`src/shtp_rrd_pkg.sv`:
```
// Types and constants of the rotation report deframer.
package shtp_rrd_pkg;

    localparam logic [15:0] HDR_BYTES     = 16'd4;
    localparam logic [15:0] CAPTURE_LEN   = 16'd9;
    localparam logic [3:0]  CAPTURE_BYTES = 4'd9;
    localparam int          CAPTURE_DEPTH = 9;

    localparam logic [7:0]  RESET_REPORT_CHANNEL = 8'd3;
    localparam logic [7:0]  RESET_REPORT_ID      = 8'h05;
    localparam logic [15:0] RESET_MIN_LENGTH     = 16'd21;

    localparam logic [1:0] REG_REPORT_CHANNEL = 2'd0;
    localparam logic [1:0] REG_REPORT_ID      = 2'd1;
    localparam logic [1:0] REG_MIN_LENGTH     = 2'd2;

    localparam int DATA_WIDTH = 88;

    typedef enum logic [1:0] {
        STATUS_QUAT    = 2'd0,
        STATUS_SKIP    = 2'd1,
        STATUS_BAD_LEN = 2'd2
    } status_t;

    typedef struct packed {
        logic [7:0]  report_channel;
        logic [7:0]  rotation_report_id;
        logic [15:0] min_report_length;
    } cfg_t;

endpackage

```
`src/shtp_rrd_cfg.sv`:
```
// APB register file holding the deframer configuration.
module shtp_rrd_cfg
(
    input  logic                clk,
    input  logic                rst_n,
    input  logic                psel,
    input  logic                penable,
    input  logic                pwrite,
    input  logic [3:0]          paddr,
    input  logic [31:0]         pwdata,
    output logic [31:0]         prdata,
    output logic                pready,
    output shtp_rrd_pkg::cfg_t  cfg
);
    import shtp_rrd_pkg::*;

    cfg_t cfg_reg;
    logic wr_en;

    assign pready = 1'b1;
    assign wr_en  = psel && penable && pwrite && pready;
    assign cfg    = cfg_reg;

    always_ff @(posedge clk or negedge rst_n)
    begin
        if (!rst_n)
        begin
            cfg_reg.report_channel     <= RESET_REPORT_CHANNEL;
            cfg_reg.rotation_report_id <= RESET_REPORT_ID;
            cfg_reg.min_report_length  <= RESET_MIN_LENGTH;
        end
        else if (wr_en)
        begin
            case (paddr[3:2])
                REG_REPORT_CHANNEL: cfg_reg.report_channel     <= pwdata[7:0];
                REG_REPORT_ID:      cfg_reg.rotation_report_id <= pwdata[7:0];
                REG_MIN_LENGTH:     cfg_reg.min_report_length  <= pwdata[15:0];
                default:            cfg_reg <= cfg_reg;
            endcase
        end
    end

    always_comb
    begin
        case (paddr[3:2])
            REG_REPORT_CHANNEL: prdata = {24'd0, cfg_reg.report_channel};
            REG_REPORT_ID:      prdata = {24'd0, cfg_reg.rotation_report_id};
            REG_MIN_LENGTH:     prdata = {16'd0, cfg_reg.min_report_length};
            default:            prdata = 32'd0;
        endcase
    end

endmodule

```
`src/shtp_rrd_parser.sv`:
```
// Per-byte packet parser with payload capture and a registered result word.
module shtp_rrd_parser
(
    input  logic                clk,
    input  logic                rst_n,
    input  shtp_rrd_pkg::cfg_t  cfg,
    input  logic                s_axis_tvalid,
    output logic                s_axis_tready,
    input  logic [7:0]          s_axis_tdata,
    output logic                m_axis_tvalid,
    input  logic                m_axis_tready,
    output logic [87:0]         m_axis_tdata,
    output logic [1:0]          m_axis_tuser
);
    import shtp_rrd_pkg::*;

    logic [1:0]  hdr_pos_reg,    hdr_pos_next;
    logic        in_payload_reg, in_payload_next;
    logic [7:0]  len_low_reg,    len_low_next;
    logic [15:0] remaining_reg,  remaining_next;
    logic [15:0] pkt_len_reg,    pkt_len_next;
    logic [7:0]  pkt_chan_reg,   pkt_chan_next;
    logic [3:0]  pay_idx_reg,    pay_idx_next;
    logic [7:0]  cap_reg [CAPTURE_DEPTH];
    logic [7:0]  cap_next [CAPTURE_DEPTH];

    logic                  out_valid_reg;
    logic [DATA_WIDTH-1:0] out_data_reg;
    status_t               out_user_reg;

    logic                  accept;
    logic                  emit;
    status_t               res_status;
    logic [15:0]           res_len;
    logic [15:0]           res_w, res_x, res_y, res_z;
    logic                  report_ok;
    logic [15:0]           full_len;

    assign s_axis_tready = !out_valid_reg || m_axis_tready;
    assign accept        = s_axis_tvalid && s_axis_tready;
    assign m_axis_tvalid = out_valid_reg;
    assign m_axis_tdata  = out_data_reg;
    assign m_axis_tuser  = out_user_reg;
    assign full_len      = {s_axis_tdata, len_low_reg};

    always_comb
    begin
        hdr_pos_next    = hdr_pos_reg;
        in_payload_next = in_payload_reg;
        len_low_next    = len_low_reg;
        remaining_next  = remaining_reg;
        pkt_len_next    = pkt_len_reg;
        pkt_chan_next   = pkt_chan_reg;
        pay_idx_next    = pay_idx_reg;
        cap_next        = cap_reg;
        emit            = 1'b0;
        res_status      = STATUS_SKIP;
        res_len         = 16'd0;
        res_w           = 16'd0;
        res_x           = 16'd0;
        res_y           = 16'd0;
        res_z           = 16'd0;
        report_ok       = 1'b0;

        if (in_payload_reg)
        begin
            if (pay_idx_reg < CAPTURE_BYTES)
            begin
                cap_next[pay_idx_reg] = s_axis_tdata;
                pay_idx_next          = pay_idx_reg + 4'd1;
            end
            remaining_next = remaining_reg - 16'd1;
            if (remaining_reg == 16'd1)
            begin
                in_payload_next = 1'b0;
                emit            = 1'b1;
                report_ok       = (pkt_chan_reg == cfg.report_channel)
                               && (pkt_len_reg >= cfg.min_report_length)
                               && (pkt_len_reg >= CAPTURE_LEN)
                               && (cap_next[0] == cfg.rotation_report_id);
                res_len         = pkt_len_reg;
                if (report_ok)
                begin
                    res_status = STATUS_QUAT;
                    res_w      = {cap_next[8], cap_next[7]};
                    res_x      = {cap_next[2], cap_next[1]};
                    res_y      = {cap_next[4], cap_next[3]};
                    res_z      = {cap_next[6], cap_next[5]};
                end
            end
        end
        else
        begin
            case (hdr_pos_reg)
                2'd0:
                begin
                    len_low_next = s_axis_tdata;
                    hdr_pos_next = 2'd1;
                end
                2'd1:
                begin
                    pkt_len_next = full_len;
                    hdr_pos_next = 2'd2;
                end
                2'd2:
                begin
                    pkt_chan_next = s_axis_tdata;
                    hdr_pos_next  = 2'd3;
                end
                default:
                begin
                    hdr_pos_next = 2'd0;
                    pay_idx_next = 4'd0;
                    emit         = 1'b0;
                    if (pkt_len_reg < HDR_BYTES)
                    begin
                        pkt_len_next = 16'd0;
                        emit         = 1'b1;
                        res_status   = STATUS_BAD_LEN;
                    end
                    else if (pkt_len_reg == HDR_BYTES)
                    begin
                        pkt_len_next = 16'd0;
                        emit         = 1'b1;
                    end
                    else
                    begin
                        pkt_len_next    = pkt_len_reg - HDR_BYTES;
                        remaining_next  = pkt_len_reg - HDR_BYTES;
                        in_payload_next = 1'b1;
                    end
                end
            endcase
        end
    end

    always_ff @(posedge clk or negedge rst_n)
    begin
        if (!rst_n)
        begin
            hdr_pos_reg    <= 2'd0;
            in_payload_reg <= 1'b0;
            len_low_reg    <= 8'd0;
            remaining_reg  <= 16'd0;
            pkt_len_reg    <= 16'd0;
            pkt_chan_reg   <= 8'd0;
            pay_idx_reg    <= 4'd0;
            out_valid_reg  <= 1'b0;
        end
        else
        begin
            if (accept)
            begin
                hdr_pos_reg    <= hdr_pos_next;
                in_payload_reg <= in_payload_next;
                len_low_reg    <= len_low_next;
                remaining_reg  <= remaining_next;
                pkt_len_reg    <= pkt_len_next;
                pkt_chan_reg   <= pkt_chan_next;
                pay_idx_reg    <= pay_idx_next;
            end
            if (accept && emit)
            begin
                out_valid_reg <= 1'b1;
            end
            else if (m_axis_tready)
            begin
                out_valid_reg <= 1'b0;
            end
        end
    end

    always_ff @(posedge clk)
    begin
        if (accept)
        begin
            cap_reg <= cap_next;
        end
        if (accept && emit)
        begin
            out_data_reg <= {res_z, res_y, res_x, res_w, res_len, pkt_chan_reg};
            out_user_reg <= res_status;
        end
    end

endmodule

```
`src/shtp_rotation_report_deframer_unit.sv`:
```
// Top level of the rotation report deframer: configuration registers and packet parser.
// The block takes one byte word per clock on the slave stream and issues one result word per
// packet on the master stream, in the cycle after the byte that closes the packet (the sequence
// byte for an empty or bad-length packet, else the last payload byte). Each byte is parsed in
// a single step between the parser state and the output register, so a byte is taken every
// cycle as long as result words are taken when offered. While a result word waits in the
// output register and the master side holds tready low, the slave side holds tready low too.
// Result tdata holds, from bit 0 up: channel_id, payload_length,
// quat_w, quat_x, quat_y, quat_z; tuser holds status (0 report, 1 skipped, 2 bad length).
module shtp_rotation_report_deframer_unit
(
    input  logic        clk,
    input  logic        rst_n,
    input  logic        psel,
    input  logic        penable,
    input  logic        pwrite,
    input  logic [3:0]  paddr,
    input  logic [31:0] pwdata,
    output logic [31:0] prdata,
    output logic        pready,
    input  logic        s_axis_tvalid,
    output logic        s_axis_tready,
    input  logic [7:0]  s_axis_tdata,   // rx_byte
    output logic        m_axis_tvalid,
    input  logic        m_axis_tready,
    output logic [87:0] m_axis_tdata,   // channel_id, payload_length, quat_w, quat_x, quat_y, quat_z
    output logic [1:0]  m_axis_tuser    // status
);
    import shtp_rrd_pkg::*;

    cfg_t cfg;

    shtp_rrd_cfg u_cfg
    (
        .clk     (clk),
        .rst_n   (rst_n),
        .psel    (psel),
        .penable (penable),
        .pwrite  (pwrite),
        .paddr   (paddr),
        .pwdata  (pwdata),
        .prdata  (prdata),
        .pready  (pready),
        .cfg     (cfg)
    );

    shtp_rrd_parser u_parser
    (
        .clk           (clk),
        .rst_n         (rst_n),
        .cfg           (cfg),
        .s_axis_tvalid (s_axis_tvalid),
        .s_axis_tready (s_axis_tready),
        .s_axis_tdata  (s_axis_tdata),
        .m_axis_tvalid (m_axis_tvalid),
        .m_axis_tready (m_axis_tready),
        .m_axis_tdata  (m_axis_tdata),
        .m_axis_tuser  (m_axis_tuser)
    );

endmodule

```
`config.mk`:
```
export PLATFORM = sky130hd
export DESIGN_NAME = shtp_rotation_report_deframer_unit
export DESIGN_NICKNAME = d
export VERILOG_FILES = /design/src/shtp_rrd_pkg.sv /design/src/shtp_rrd_cfg.sv /design/src/shtp_rrd_parser.sv /design/src/shtp_rotation_report_deframer_unit.sv
export SDC_FILE = /design/constraint.sdc
export NUM_CORES = 1
export LEC_CHECK = 0
export BUFFER_PORTS_ARGS = -buffer_cell sky130_fd_sc_hd__buf_2
export CORE_AREA = 3 3 160 162
export DETAILED_ROUTE_END_ITERATION = 8
export DIE_AREA = 0 0 163 165
export PLACE_DENSITY = 0.73
export SLEW_MARGIN = 40
export SYNTH_ARGS = -nofsm -noshare
export SYNTH_HDL_FRONTEND = slang
export SYNTH_SLANG_ARGS = --single-unit
export TNS_END_PERCENT = 30
```
`constraint.sdc`:
```
create_clock -name clk -period 5.5 [get_ports clk]
set_clock_uncertainty 0.1 [all_clocks]
set_input_delay 0.275 -clock clk [delete_from_list [all_inputs] [get_ports clk]]
set_output_delay 0.275 -clock clk [all_outputs]
set_load 0.01 [all_outputs]
```
==> flow_summary.toml <==
[run_status]
status = "finished clean"

[drt]
drt-vias-per-instance = 5.637
antenna_left = 0
wl_mm = 27.80
wl_per_cell_um = 19.49
vias = 8038
drt-initial-drc-count = 659
first_pass_iters = 6
drc = 0

[global_route]
grtUsageMet2_pct = 33.59
grt_use_met3_pct = 3.436
grt_pass1_wl_mm = 43.19
grt_max_degree = 66
grt_usage_pct = 20.28
antenna_found_initial = 0
grt_use_met1_pct = 28.52
grt.busiest_layer = "met2"
grt_overflow = 0
grt_pass1_vias = 7843

[critical_path]
path_class = "reg2reg"
arrival_ns = 3.48
cpPeakStageDelay_ns = 0.54
cp-end-kind = "flip-flop"
cp-start-kind = "flip-flop"
worst-path-max-fanout = 56
critPathMostFrequentCell = "nor2_1"
path_cells = "nor4_2 > nand4_1 > nor2_1 > buf_4 > nor2_1 > nor2_4 > buf_12"
worst-endpoint-required_ns = 5.59
crit_slowest_cell = "nor2_4"
crit_buf_inv = 2
cp_top_family = "simple AND/OR/NAND/NOR gates"

[clock_network]
cts_made_buffers = 25
clock-root-buffer = "clkbuf_16"
ctsHoldBuffers = 19
cts_resized = 0
clkSinkCount = 250
postCtsSetupRepairBufs = 0
cts_tree = "built"
clk_pin_slew_worst_paths_ns = 0.06
clk_latency_ns = 0.52
cts_htree_levels = 1
cts_max_path_buffers = 3

[synthesis]
async_flop_share_pct = 35.20
yosysWarnings = 0
ys_ff_latch = 250
avgSynthCellArea_um2 = 12.78
synth_cell_types = 63
ys.flop_type = "edfxtp_1"
ys_seq_area_share_pct = 58.67
netlist_instances = 944
synth_edf_count = 162
netlist_area_mm2 = 0.01206

[sta]
min_period_over_period_pct = 61.75
maxSlewHeadroom_pct = 44.01
grt_setup_unrepaired = "false"
report.final.slew_viol_count = 0
fin_crit_ns = 3.396
fin_tns_setup_ns = 0
hold_violations = 0
max_freq_ghz = 0.2944
finalSetupViolCount = 0
tightestPinTransition_ns = 0.8282

[layout]
num_antenna_cells = 0
layout_commonest_cell = "edfxtp_1"
area_delta_synth_final_pct = 16.21
largest_reg_flops = 88
final_cell_mix = "edfxtp_1, buf_2, mux2_2, dfrtp_1, and4_1"
finalNetCount = 1164
fin_util_pct = 57.80
drive_gt1_share_pct = 28.13

[floorplanning]
row_count = 57
initial_core_util_pct = 49.74
core_area_mm2 = 0.02425
ios = 176
die_h_um = 165
dieArea_mm2 = 0.02690
die_w_um = 163

[pwr]
p_per_area_mw_per_mm2 = 387.7
leakagePower_nw = 5.574
ir_drop_v = 0.0002181

[placed_design]
hpwl_mm = 17.99
portBuffers = 140
routabilityCongestion = 0.8537

[flow_run]
maxCapViolations = 0

[worst_hold_path]
hold_path.class = "in2async"
[metrics by stage]
stage          total power, W  std cells  setup slack, ns  cell area [um2]  hold WS (ns)
6_report             0.005433       1426            2.104            14010        0.1442
3_3_place_gp         0.003662       1359            2.191            12960        0.1338
5_1_grt              0.005699       1426            1.795            14010        0.1976
2_1_floorplan        0.003366        959            1.144            12120       -0.1206
4_1_cts              0.005452       1425            2.122            13990        0.1473
3_5_place_dp         0.003716       1360            2.151            12980        0.1461
[logic make-up after synthesis]
kind of cell	Yosys count	synth area share [%]
simple gates	264	13.13
flops	250	58.67
compound gates	127	7.231
buf+inv	126	4.959
mux	117	10.80
fa+ha+maj	30	3.112
xor+xnor	28	2.033
other cells	2	0.06227
[cell usage after synthesis (4+ instances only)]
library cell  instances  share of area (%)
edfxtp_1            162                 40
mux2_2              101                9.4
dfrtp_1              81                 17
and4_1               64                4.6
nand2_1              61                1.9
o21ai_0              52                2.2
inv_1                50                1.6
clkbuf_1             46                1.4
nor2_1               37                1.2
ha_1                 30                3.1
and2_1               23                1.2
nor3_1               23               0.95
buf_4                18                1.1
xor2_1               17                1.2
mux2i_1              15                1.2
nand3_1              11               0.46
xnor2_1              11               0.80
a21oi_1              10               0.41
a222oi_1              8               0.66
nand4_1               8               0.41
buf_6                 7               0.65
dfstp_2               7                1.5
nor4_1                7               0.36
a22o_1                6               0.44
a22oi_1               5               0.31
nand2b_1              5               0.26
nor3b_1               5               0.31
o2bb2ai_1             5               0.36
a221o_1               4               0.33
buf_2                 4               0.17
o211ai_1              4               0.25
[per-layer routing]
metal	wire length [um]	vias to the layer above
li1	-	3777
met1	12230	3985
met2	13480	245
met3	1657	31
met4	426	0
met5	0	-
[power by group]
group / switching (W) / internal (W)
clock: 0.000697 / 0.00102
sequential: 0.000295 / 0.00228
combinational: 0.000669 / 0.000473
[final cells by class]
| cell class | count | area, um2 |
|---|---|---|
| clock buffer | 30 | 644.4 |
| fill | 2022 | 10230 |
| multi-input combinational | 583 | 4489 |
| clock inverter | 16 | 176.4 |
| timing repair buffer | 173 | 1036 |
| tap | 324 | 405.4 |
| sequential | 250 | 7076 |
| inverter | 50 | 187.7 |
[worst paths after layout]
path                                                 start                   endpoint  slack [ns]  cells after the start
worst max-delay path            u_parser.remaining_reg[12]  u_parser.m_axis_tdata[40]        2.10                      7
max in group asynchronous                            rst_n    u_parser.len_low_reg[1]        4.26                      4
min in group clk                                   penable               u_cfg.cfg[2]        0.15                      5
worst min register to register    u_parser.pkt_chan_reg[0]   u_parser.m_axis_tdata[0]        0.39                      0
worst min-delay path                                 rst_n              u_cfg.cfg[29]        0.14                      2
worst max register to register  u_parser.remaining_reg[12]  u_parser.m_axis_tdata[40]        2.10                      7
(Power assumes the default switching activity.)
